--- config.mk ---
export PLATFORM = sky130hd
export DESIGN_NAME = quoted_string_escape_encoder_flat
export DESIGN_NICKNAME = d
export VERILOG_FILES = /design/src/sv/qsee_pkg.sv /design/src/sv/qsee_in_if.sv /design/src/sv/qsee_out_if.sv /design/src/sv/quoted_string_escape_encoder.sv /design/src/sv/qsee_front.sv /design/src/sv/qsee_queue.sv /design/src/sv/qsee_back.sv /design/src/flat_wrapper.sv
export SDC_FILE = /design/constraint.sdc
export NUM_CORES = 1
export LEC_CHECK = 0
export BUFFER_PORTS_ARGS = -buffer_cell sky130_fd_sc_hd__clkbuf_2
export CAP_MARGIN = 5
export CORE_MARGIN = 2
export CORE_UTILIZATION = 58
export CTS_BUF_LIST = sky130_fd_sc_hd__clkbuf_4
export DETAILED_ROUTE_END_ITERATION = 10
export PLACE_DENSITY = 0.74
export REMOVE_ABC_BUFFERS = 1
export SLEW_MARGIN = 20
export SYNTH_ARGS = -nofsm -noshare
export SYNTH_HDL_FRONTEND = slang
export SYNTH_SLANG_ARGS = --single-unit
--- constraint.sdc ---
create_clock -name i_clk -period 5.3 [get_ports i_clk]
set_input_delay 0.53 -clock i_clk [delete_from_list [all_inputs] [get_ports i_clk]]
set_output_delay 0.53 -clock i_clk [all_outputs]
set_load 0.005 [all_outputs]
--- src/sv/qsee_pkg.sv ---
// ----------------------------------------------------------------------------
// qsee_pkg
// Shared types and character constants of the quoted string escape encoder.
// ----------------------------------------------------------------------------
package qsee_pkg;

    localparam int MaxChars = 6;

    localparam logic [7:0] ChQuote     = 8'h27;
    localparam logic [7:0] ChDollar    = 8'h24;
    localparam logic [7:0] ChBackslash = 8'h5c;
    localparam logic [7:0] ChEsc       = 8'h1b;
    localparam logic [7:0] ChDel       = 8'h7f;
    localparam logic [7:0] ChSpace     = 8'h20;
    localparam logic [7:0] ChBell      = 8'h07;
    localparam logic [7:0] ChCr        = 8'h0d;
    localparam logic [7:0] ChLowE      = 8'h65;
    localparam logic [7:0] ChLowX      = 8'h78;

    typedef logic [7:0] t_char;
    typedef logic [2:0] t_count;

    // one input item turned into the characters it expands to
    typedef struct packed {
        logic [MaxChars-1:0][7:0] chars;
        t_count                   count;
        logic                     close;
    } t_desc;

endpackage

--- src/sv/qsee_in_if.sv ---
// ----------------------------------------------------------------------------
// qsee_in_if
// Input channel: one raw byte of the string plus its framing flags.
// ----------------------------------------------------------------------------
interface qsee_in_if;
    logic       valid;
    logic       ready;
    logic [7:0] data_byte;
    logic       has_byte;
    logic       first_of_string;
    logic       last_of_string;

    modport source (
        output valid, data_byte, has_byte, first_of_string, last_of_string,
        input  ready
    );
    modport sink (
        input  valid, data_byte, has_byte, first_of_string, last_of_string,
        output ready
    );
endinterface

--- src/sv/qsee_out_if.sv ---
// ----------------------------------------------------------------------------
// qsee_out_if
// Output channel: one character of the quoted literal.
// ----------------------------------------------------------------------------
interface qsee_out_if;
    logic       valid;
    logic       ready;
    logic [7:0] out_char;
    logic       last_of_run;
    logic       end_of_literal;

    modport source (
        output valid, out_char, last_of_run, end_of_literal,
        input  ready
    );
    modport sink (
        input  valid, out_char, last_of_run, end_of_literal,
        output ready
    );
endinterface

--- src/sv/quoted_string_escape_encoder.sv ---
// ----------------------------------------------------------------------------
// quoted_string_escape_encoder
// Escapes a byte string into a single-quoted printable literal.
// ----------------------------------------------------------------------------
// the first character of an item is written into the item queue, then registered in the output stage
// throughput: one output character per cycle while the sink is ready, an item of n characters (1..6)
//   is sent as n characters in a row; the output port is the only serial point
// input is taken back to back until the QueueDepth-entry item queue is full
// reset: synchronous, clears queue pointers and output valid, no clearing pass
module quoted_string_escape_encoder
    import qsee_pkg::*;
#(
    parameter int QueueDepth = 4
) (
    input  logic        i_clk,
    input  logic        i_rst_n,
    qsee_in_if.sink     i_in,
    qsee_out_if.source  o_out
);

    logic  wr_en;
    t_desc wr_desc;
    logic  q_full;
    logic  q_valid;
    t_desc q_head;
    logic  pop;

    qsee_front u_front (
        .i_in      (i_in),
        .i_full    (q_full),
        .o_wr_en   (wr_en),
        .o_wr_desc (wr_desc)
    );

    qsee_queue #(
        .Depth (QueueDepth)
    ) u_queue (
        .i_clk     (i_clk),
        .i_rst_n   (i_rst_n),
        .i_wr_en   (wr_en),
        .i_wr_desc (wr_desc),
        .i_pop     (pop),
        .o_full    (q_full),
        .o_valid   (q_valid),
        .o_head    (q_head)
    );

    qsee_back u_back (
        .i_clk     (i_clk),
        .i_rst_n   (i_rst_n),
        .i_q_valid (q_valid),
        .i_q_head  (q_head),
        .o_pop     (pop),
        .o_out     (o_out)
    );

endmodule

--- src/sv/qsee_front.sv ---
// ----------------------------------------------------------------------------
// qsee_front
// Accepts input items and classifies each byte into its escaped characters.
// ----------------------------------------------------------------------------
module qsee_front
    import qsee_pkg::*;
(
    qsee_in_if.sink  i_in,
    input  logic     i_full,
    output logic     o_wr_en,
    output t_desc    o_wr_desc
);

    function automatic t_char hex_char(input logic [3:0] d);
        if (d < 4'd10) begin
            return 8'h30 + {4'd0, d};
        end
        return 8'h57 + {4'd0, d};
    endfunction

    function automatic t_char ctrl_letter(input t_char c);
        case (c)
            8'h07:   return 8'h61; // a
            8'h08:   return 8'h62; // b
            8'h09:   return 8'h74; // t
            8'h0a:   return 8'h6e; // n
            8'h0b:   return 8'h76; // v
            8'h0c:   return 8'h66; // f
            8'h0d:   return 8'h72; // r
            default: return ChLowE;
        endcase
    endfunction

    t_desc  desc;
    t_count n;
    t_char  c;

    always_comb begin
        desc = '0;
        n    = '0;
        c    = i_in.data_byte;
        if (i_in.first_of_string) begin
            desc.chars[n] = ChQuote;
            n = n + 3'd1;
        end
        if (i_in.has_byte) begin
            if ((c >= ChBell && c <= ChCr) || c == ChEsc) begin
                desc.chars[n] = ChBackslash;
                n = n + 3'd1;
                desc.chars[n] = ctrl_letter(c);
                n = n + 3'd1;
            end else if (c == ChQuote || c == ChDollar || c == ChBackslash) begin
                desc.chars[n] = ChBackslash;
                n = n + 3'd1;
                desc.chars[n] = c;
                n = n + 3'd1;
            end else if (c < ChSpace || c == ChDel) begin
                desc.chars[n] = ChBackslash;
                n = n + 3'd1;
                desc.chars[n] = ChLowX;
                n = n + 3'd1;
                desc.chars[n] = hex_char(c[7:4]);
                n = n + 3'd1;
                desc.chars[n] = hex_char(c[3:0]);
                n = n + 3'd1;
            end else begin
                desc.chars[n] = c;
                n = n + 3'd1;
            end
        end
        if (i_in.last_of_string) begin
            desc.chars[n] = ChQuote;
            n = n + 3'd1;
        end
        desc.count = n;
        desc.close = i_in.last_of_string;
    end

    assign i_in.ready = !i_full;
    // an item that expands to nothing is consumed without a queue entry
    assign o_wr_en    = i_in.valid && !i_full && (n != 3'd0);
    assign o_wr_desc  = desc;

endmodule

--- src/sv/qsee_queue.sv ---
// ----------------------------------------------------------------------------
// qsee_queue
// Small register FIFO of classified items between front and back.
// ----------------------------------------------------------------------------
module qsee_queue
    import qsee_pkg::*;
#(
    parameter int Depth = 4
) (
    input  logic  i_clk,
    input  logic  i_rst_n,
    input  logic  i_wr_en,
    input  t_desc i_wr_desc,
    input  logic  i_pop,
    output logic  o_full,
    output logic  o_valid,
    output t_desc o_head
);

    localparam int PtrW = (Depth > 1) ? $clog2(Depth) : 1;
    localparam int CntW = $clog2(Depth + 1);

    t_desc             r_mem [Depth];
    logic [PtrW-1:0]   r_wr_ptr, r_rd_ptr;
    logic [CntW-1:0]   r_count;
    logic              do_pop;

    assign o_full  = (r_count == CntW'(Depth));
    assign o_valid = (r_count != '0);
    assign o_head  = r_mem[r_rd_ptr];
    assign do_pop  = i_pop && o_valid;

    function automatic logic [PtrW-1:0] next_ptr(input logic [PtrW-1:0] p);
        return (p == PtrW'(Depth - 1)) ? '0 : p + PtrW'(1);
    endfunction

    always_ff @(posedge i_clk) begin
        if (i_wr_en) begin
            r_mem[r_wr_ptr] <= i_wr_desc;
        end
    end

    always_ff @(posedge i_clk) begin
        if (!i_rst_n) begin
            r_wr_ptr <= '0;
            r_rd_ptr <= '0;
            r_count  <= '0;
        end else begin
            if (i_wr_en) begin
                r_wr_ptr <= next_ptr(r_wr_ptr);
            end
            if (do_pop) begin
                r_rd_ptr <= next_ptr(r_rd_ptr);
            end
            if (i_wr_en && !do_pop) begin
                r_count <= r_count + CntW'(1);
            end else if (!i_wr_en && do_pop) begin
                r_count <= r_count - CntW'(1);
            end
        end
    end

endmodule

--- src/sv/qsee_back.sv ---
// ----------------------------------------------------------------------------
// qsee_back
// Serializes classified items into one output character per cycle while the sink is ready.
// ----------------------------------------------------------------------------
module qsee_back
    import qsee_pkg::*;
(
    input  logic     i_clk,
    input  logic     i_rst_n,
    input  logic     i_q_valid,
    input  t_desc    i_q_head,
    output logic     o_pop,
    qsee_out_if.source o_out
);

    t_desc  r_desc;
    t_count r_idx;
    logic   r_busy;
    logic   r_out_valid;
    t_char  r_out_char;
    logic   r_out_last;
    logic   r_out_end;

    logic   adv;
    logic   cur_last;

    assign adv      = !r_out_valid || o_out.ready;
    assign cur_last = (r_idx == r_desc.count - 3'd1);
    assign o_pop    = adv && !r_busy && i_q_valid;

    always_ff @(posedge i_clk) begin
        if (!i_rst_n) begin
            r_busy      <= 1'b0;
            r_out_valid <= 1'b0;
            r_idx       <= '0;
        end else if (adv) begin
            if (r_busy) begin
                r_out_valid <= 1'b1;
                r_busy      <= !cur_last;
                r_idx       <= r_idx + 3'd1;
            end else if (i_q_valid) begin
                r_out_valid <= 1'b1;
                r_busy      <= (i_q_head.count != 3'd1);
                r_idx       <= 3'd1;
            end else begin
                r_out_valid <= 1'b0;
            end
        end
    end

    // payload side
    always_ff @(posedge i_clk) begin
        if (adv) begin
            if (r_busy) begin
                r_out_char <= r_desc.chars[r_idx];
                r_out_last <= cur_last;
                r_out_end  <= cur_last && r_desc.close;
            end else if (i_q_valid) begin
                r_desc     <= i_q_head;
                r_out_char <= i_q_head.chars[0];
                r_out_last <= (i_q_head.count == 3'd1);
                r_out_end  <= (i_q_head.count == 3'd1) && i_q_head.close;
            end
        end
    end

    assign o_out.valid          = r_out_valid;
    assign o_out.out_char       = r_out_char;
    assign o_out.last_of_run    = r_out_last;
    assign o_out.end_of_literal = r_out_end;

endmodule

--- src/flat_wrapper.sv ---
// flat-port wrapper written by rule: the top's interface ports become plain ports
module quoted_string_escape_encoder_flat import qsee_pkg::*;
#(
    parameter int QueueDepth = 4
)
  (i_clk, i_rst_n, i_in_valid, i_in_data_byte, i_in_has_byte, i_in_first_of_string, i_in_last_of_string, i_in_ready, o_out_valid, o_out_out_char, o_out_last_of_run, o_out_end_of_literal, o_out_ready);
  qsee_in_if i_in_i ();
  qsee_out_if o_out_i ();
  input  logic i_clk;
  input  logic i_rst_n;
  input wire logic [$bits(i_in_i.valid)-1:0] i_in_valid;
  input wire logic [$bits(i_in_i.data_byte)-1:0] i_in_data_byte;
  input wire logic [$bits(i_in_i.has_byte)-1:0] i_in_has_byte;
  input wire logic [$bits(i_in_i.first_of_string)-1:0] i_in_first_of_string;
  input wire logic [$bits(i_in_i.last_of_string)-1:0] i_in_last_of_string;
  output wire logic [$bits(i_in_i.ready)-1:0] i_in_ready;
  output wire logic [$bits(o_out_i.valid)-1:0] o_out_valid;
  output wire logic [$bits(o_out_i.out_char)-1:0] o_out_out_char;
  output wire logic [$bits(o_out_i.last_of_run)-1:0] o_out_last_of_run;
  output wire logic [$bits(o_out_i.end_of_literal)-1:0] o_out_end_of_literal;
  input wire logic [$bits(o_out_i.ready)-1:0] o_out_ready;
  assign i_in_i.valid = i_in_valid;
  assign i_in_i.data_byte = i_in_data_byte;
  assign i_in_i.has_byte = i_in_has_byte;
  assign i_in_i.first_of_string = i_in_first_of_string;
  assign i_in_i.last_of_string = i_in_last_of_string;
  assign i_in_ready = i_in_i.ready;
  assign o_out_valid = o_out_i.valid;
  assign o_out_out_char = o_out_i.out_char;
  assign o_out_last_of_run = o_out_i.last_of_run;
  assign o_out_end_of_literal = o_out_i.end_of_literal;
  assign o_out_i.ready = o_out_ready;
  quoted_string_escape_encoder #(.QueueDepth(QueueDepth)) u_core (.i_clk(i_clk), .i_rst_n(i_rst_n), .i_in(i_in_i), .o_out(o_out_i));
endmodule
==> impl_metrics.tcl <==
set metrics [dict create \
    cp.arrival_ns 4.91 \
    ant_nets 0 \
    finalNetCount 744 \
    required_ns 5.89 \
    synth_edf_count 225 \
    synthAdderAreaFrac_pct 2.62 \
    cts_tree "built" \
    crit_fanout 7 \
    antenna_found_initial 1 \
    power_leakage_nw 3.99 \
    cts.path.max_buffers 3 \
    gp_congestion 0.929 \
    most-common-layout-cells "edfxtp_1, clkbuf_4, nand2_1" \
    reg2regPathDepth 10 \
    drc 0 \
    hpwlAfterDp_um 13500 \
    vias_per_cell 6.08 \
    wl_um 21300 \
    vias 5963 \
    cp-end-kind "flip-flop" \
    avgSynthCellArea_um2 16.1 \
    worst_pin_slew_ns 1.01 \
    drtPass1Iterations 5 \
    synthXorXnorAreaFrac_pct 0.934 \
    period_share_pct 81.6 \
    cts_buffers 56 \
    max_cap_violations 0 \
    tns_ns 0 \
    setup_viol 0 \
    status "completed" \
    p_switching_w 0.00157 \
    slew-limit-headroom_pct 32.9 \
    path_class "primary input to flip-flop" \
    period_minus_slack_ns 4.32 \
    ys_warn_count 0 \
    synth_top_family_by_area "multiplexers" \
    drive_gt1_share_pct 26.2 \
    clk_pin_slew_ns 0.07 \
    io_pins 27 \
    hold_class "primary input to flip-flop" \
    min_path_cells 4 \
    synthArstFlopShare_pct 0 \
    grt_overflow 0 \
    synth_compound_area_share_pct 6.39 \
    syn_area_um2 10300 \
    start_util_pct 59.4 \
    cts_setup_buffers 0 \
    dieArea_um2 18900 \
    drtIter0Drc 500 \
    track_usage_pct 24.1 \
    slew_violations 0 \
    ys_types 63 \
    muxShareOfSynthArea_pct 12.0 \
    final_common_cell "edfxtp_1" \
    switching_share_pct 28.7 \
    synth_cells 640 \
    ir_drop_v 0.000320 \
    synthToLayoutAreaGrowth_pct 11.0 \
    synthTopCellsByArea "edfxtp_1, mux4_2, dfxtp_1" \
    core_um2 17400 \
    combPwrFrac_pct 24.0 \
    clock_latency_ns 0.66 \
    fp-row-count 48 \
    fmax_mhz 231 \
    grt_pass1_wl_um 33400 \
    internal_power_w 0.00391 \
    seq_power_share_pct 50.3 \
    ys.flop_type "edfxtp_1" \
    hold_violations 0 \
    h-tree-depth 2 \
    rsz0062_at_grt "no" \
    die_h_um 137 \
    grt_pass1_vias 6076 \
    ys_ff_latch 239 \
    totalPowerFinal_w 0.00548 \
    yosys.area.top_type "edfxtp_1" \
    die_w_um 137 \
    cts_sinks 239 \
    rrSetupSlack_ns 2.52 \
    finClkSkew_ns 0.0491 \
    synth-simple-area-share_pct 7.74 \
    start_kind "primary input" \
    clockPowerShare_pct 25.7 \
    cts-root-buf "clkbuf_4" \
    grt_max_degree 44 \
    power_density_nw_per_um2 479 \
    wl_per_cell_um 21.7 \
    cts_resized 0 \
    cts_hold_buf 0 \
    yosys.area.top_type_share_pct 65.5 \
    ys_seq_area_share_pct 68.2 \
    io_buffers 26 \
]
## per-stage QoR
step / worst slack (ns) / hold slack [ns] / instance area (µm²) / utilization [%] / instances
2_1_floorplan: 0.322 / 0.467 / 10200 / - / 607
3_3_place_gp: 0.475 / 0.470 / 10700 / 61.8 / 875
3_5_place_dp: 0.332 / 0.501 / 10700 / 61.8 / 875
4_1_cts: 1.06 / 0.166 / 11400 / 65.9 / 980
5_1_grt: 0.768 / 0.242 / 11400 / 65.9 / 981
6_report: 0.976 / 0.230 / 11400 / 65.9 / 981
## final cells by class
type	instances	area [µm²]
diodes	1	2.50
clock buffers	84	631
clock inverters	21	81.3
fillers	1202	5910
inverters	18	67.6
multi-input cells	350	3090
flip-flops and latches	239	7040
well taps	225	282
repair buffers	43	258
## flip-flops by register name (all words and copies together) (netlist names), named ones only
register	count
u_core.u_back.o_out.end_of_literal	1
u_core.u_back.o_out.last_of_run	1
u_core.u_back.o_out.out_char	8
u_core.u_back.o_out.valid	1
u_core.u_back.r_busy	1
u_core.u_back.r_desc	43
u_core.u_back.r_idx	3
u_core.u_queue.r_count	3
u_core.u_queue.r_mem	172
u_core.u_queue.r_rd_ptr	2
u_core.u_queue.r_wr_ptr	2
## synthesized netlist by cell type (all sizes together), types with 2 or more instances
library cell  count
dfxtp            14
or3               3
a221oi            4
a31oi             7
or3b              2
inv              18
o31ai             2
buf              11
or2               2
mux2i            10
nor4b             2
nand2            54
xnor2             9
and2              6
nor3             14
nand4b            2
xor2              2
edfxtp          225
a21boi            5
nand4             2
nor2b             6
and3              5
o311ai            2
o21ai            24
a21o              2
clkbuf           25
o22ai             8
nand2b            2
o211a             4
mux4             50
nor2             36
ha               20
a211oi            3
nand3            10
o21a              4
o21bai            3
a21oi            22
nor4              4
## power by group through the flow
stage	Clock, W	Combinational [W]	Sequential [W]
6_report	0.00141	0.00132	0.00276
4_1_cts	0.00144	0.00133	0.00277
2_1_floorplan	0	0.000870	0.00282
5_1_grt	0.00154	0.00144	0.00280
3_3_place_gp	0	0.00129	0.00278
3_5_place_dp	0	0.00133	0.00280
## worst max-delay path: stages
cell	delay, ns
clkbuf_2	0.14
inv_1	0.20
ha_1	0.32
or3b_1	0.39
o22a_1	0.26
o21ai_4	0.28
nor3_4	0.07
mux2i_2	0.21
inv_1	0.12
ha_1	0.33
nor2b_1	0.07
nand4b_1	0.09
mux2i_1	0.11
nor4_4	0.38
ha_1	0.25
inv_1	0.07
fa_1	0.44
xor2_1	0.18
or3_1	0.30
a21boi_0	0.16
## cell families (layout without fill, tap and decap cells)
kind of cell	count (synthesis)	in the layout
DFF	239	239
adders and majority gates	21	21
AOI/OAI and AO/OA	98	98
and+or+nand+nor	155	155
buffers and inverters	54	166
muxes	61	61
other	1	5
xor gates and xnor gates	11	11
## final timing paths
path	endpoint	startpoint
min reg2reg	u_core.u_queue.r_wr_ptr[1]$_SDFFE_PN0P_	u_core.u_queue.r_wr_ptr[1]$_SDFFE_PN0P_
max	u_core.u_queue.r_count[2]$_SDFFE_PN0P_	i_in_data_byte[4]
min	u_core.u_back.o_out.valid$_SDFFE_PN0N_	o_out_ready
max reg2reg	u_core.u_queue.r_count[2]$_SDFFE_PN0P_	u_core.u_queue.r_count[0]$_SDFFE_PN0P_
## metal layers
layer  up-vias  track usage [%]  wire [µm]
met5         -                0          0
met4         0             7.85        399
met2       238             39.7      10700
li1       2698                -          -
met1      3001             32.6       8960
met3        26             4.86       1270
No activity file was read; power rests on OpenSTA's default activity.
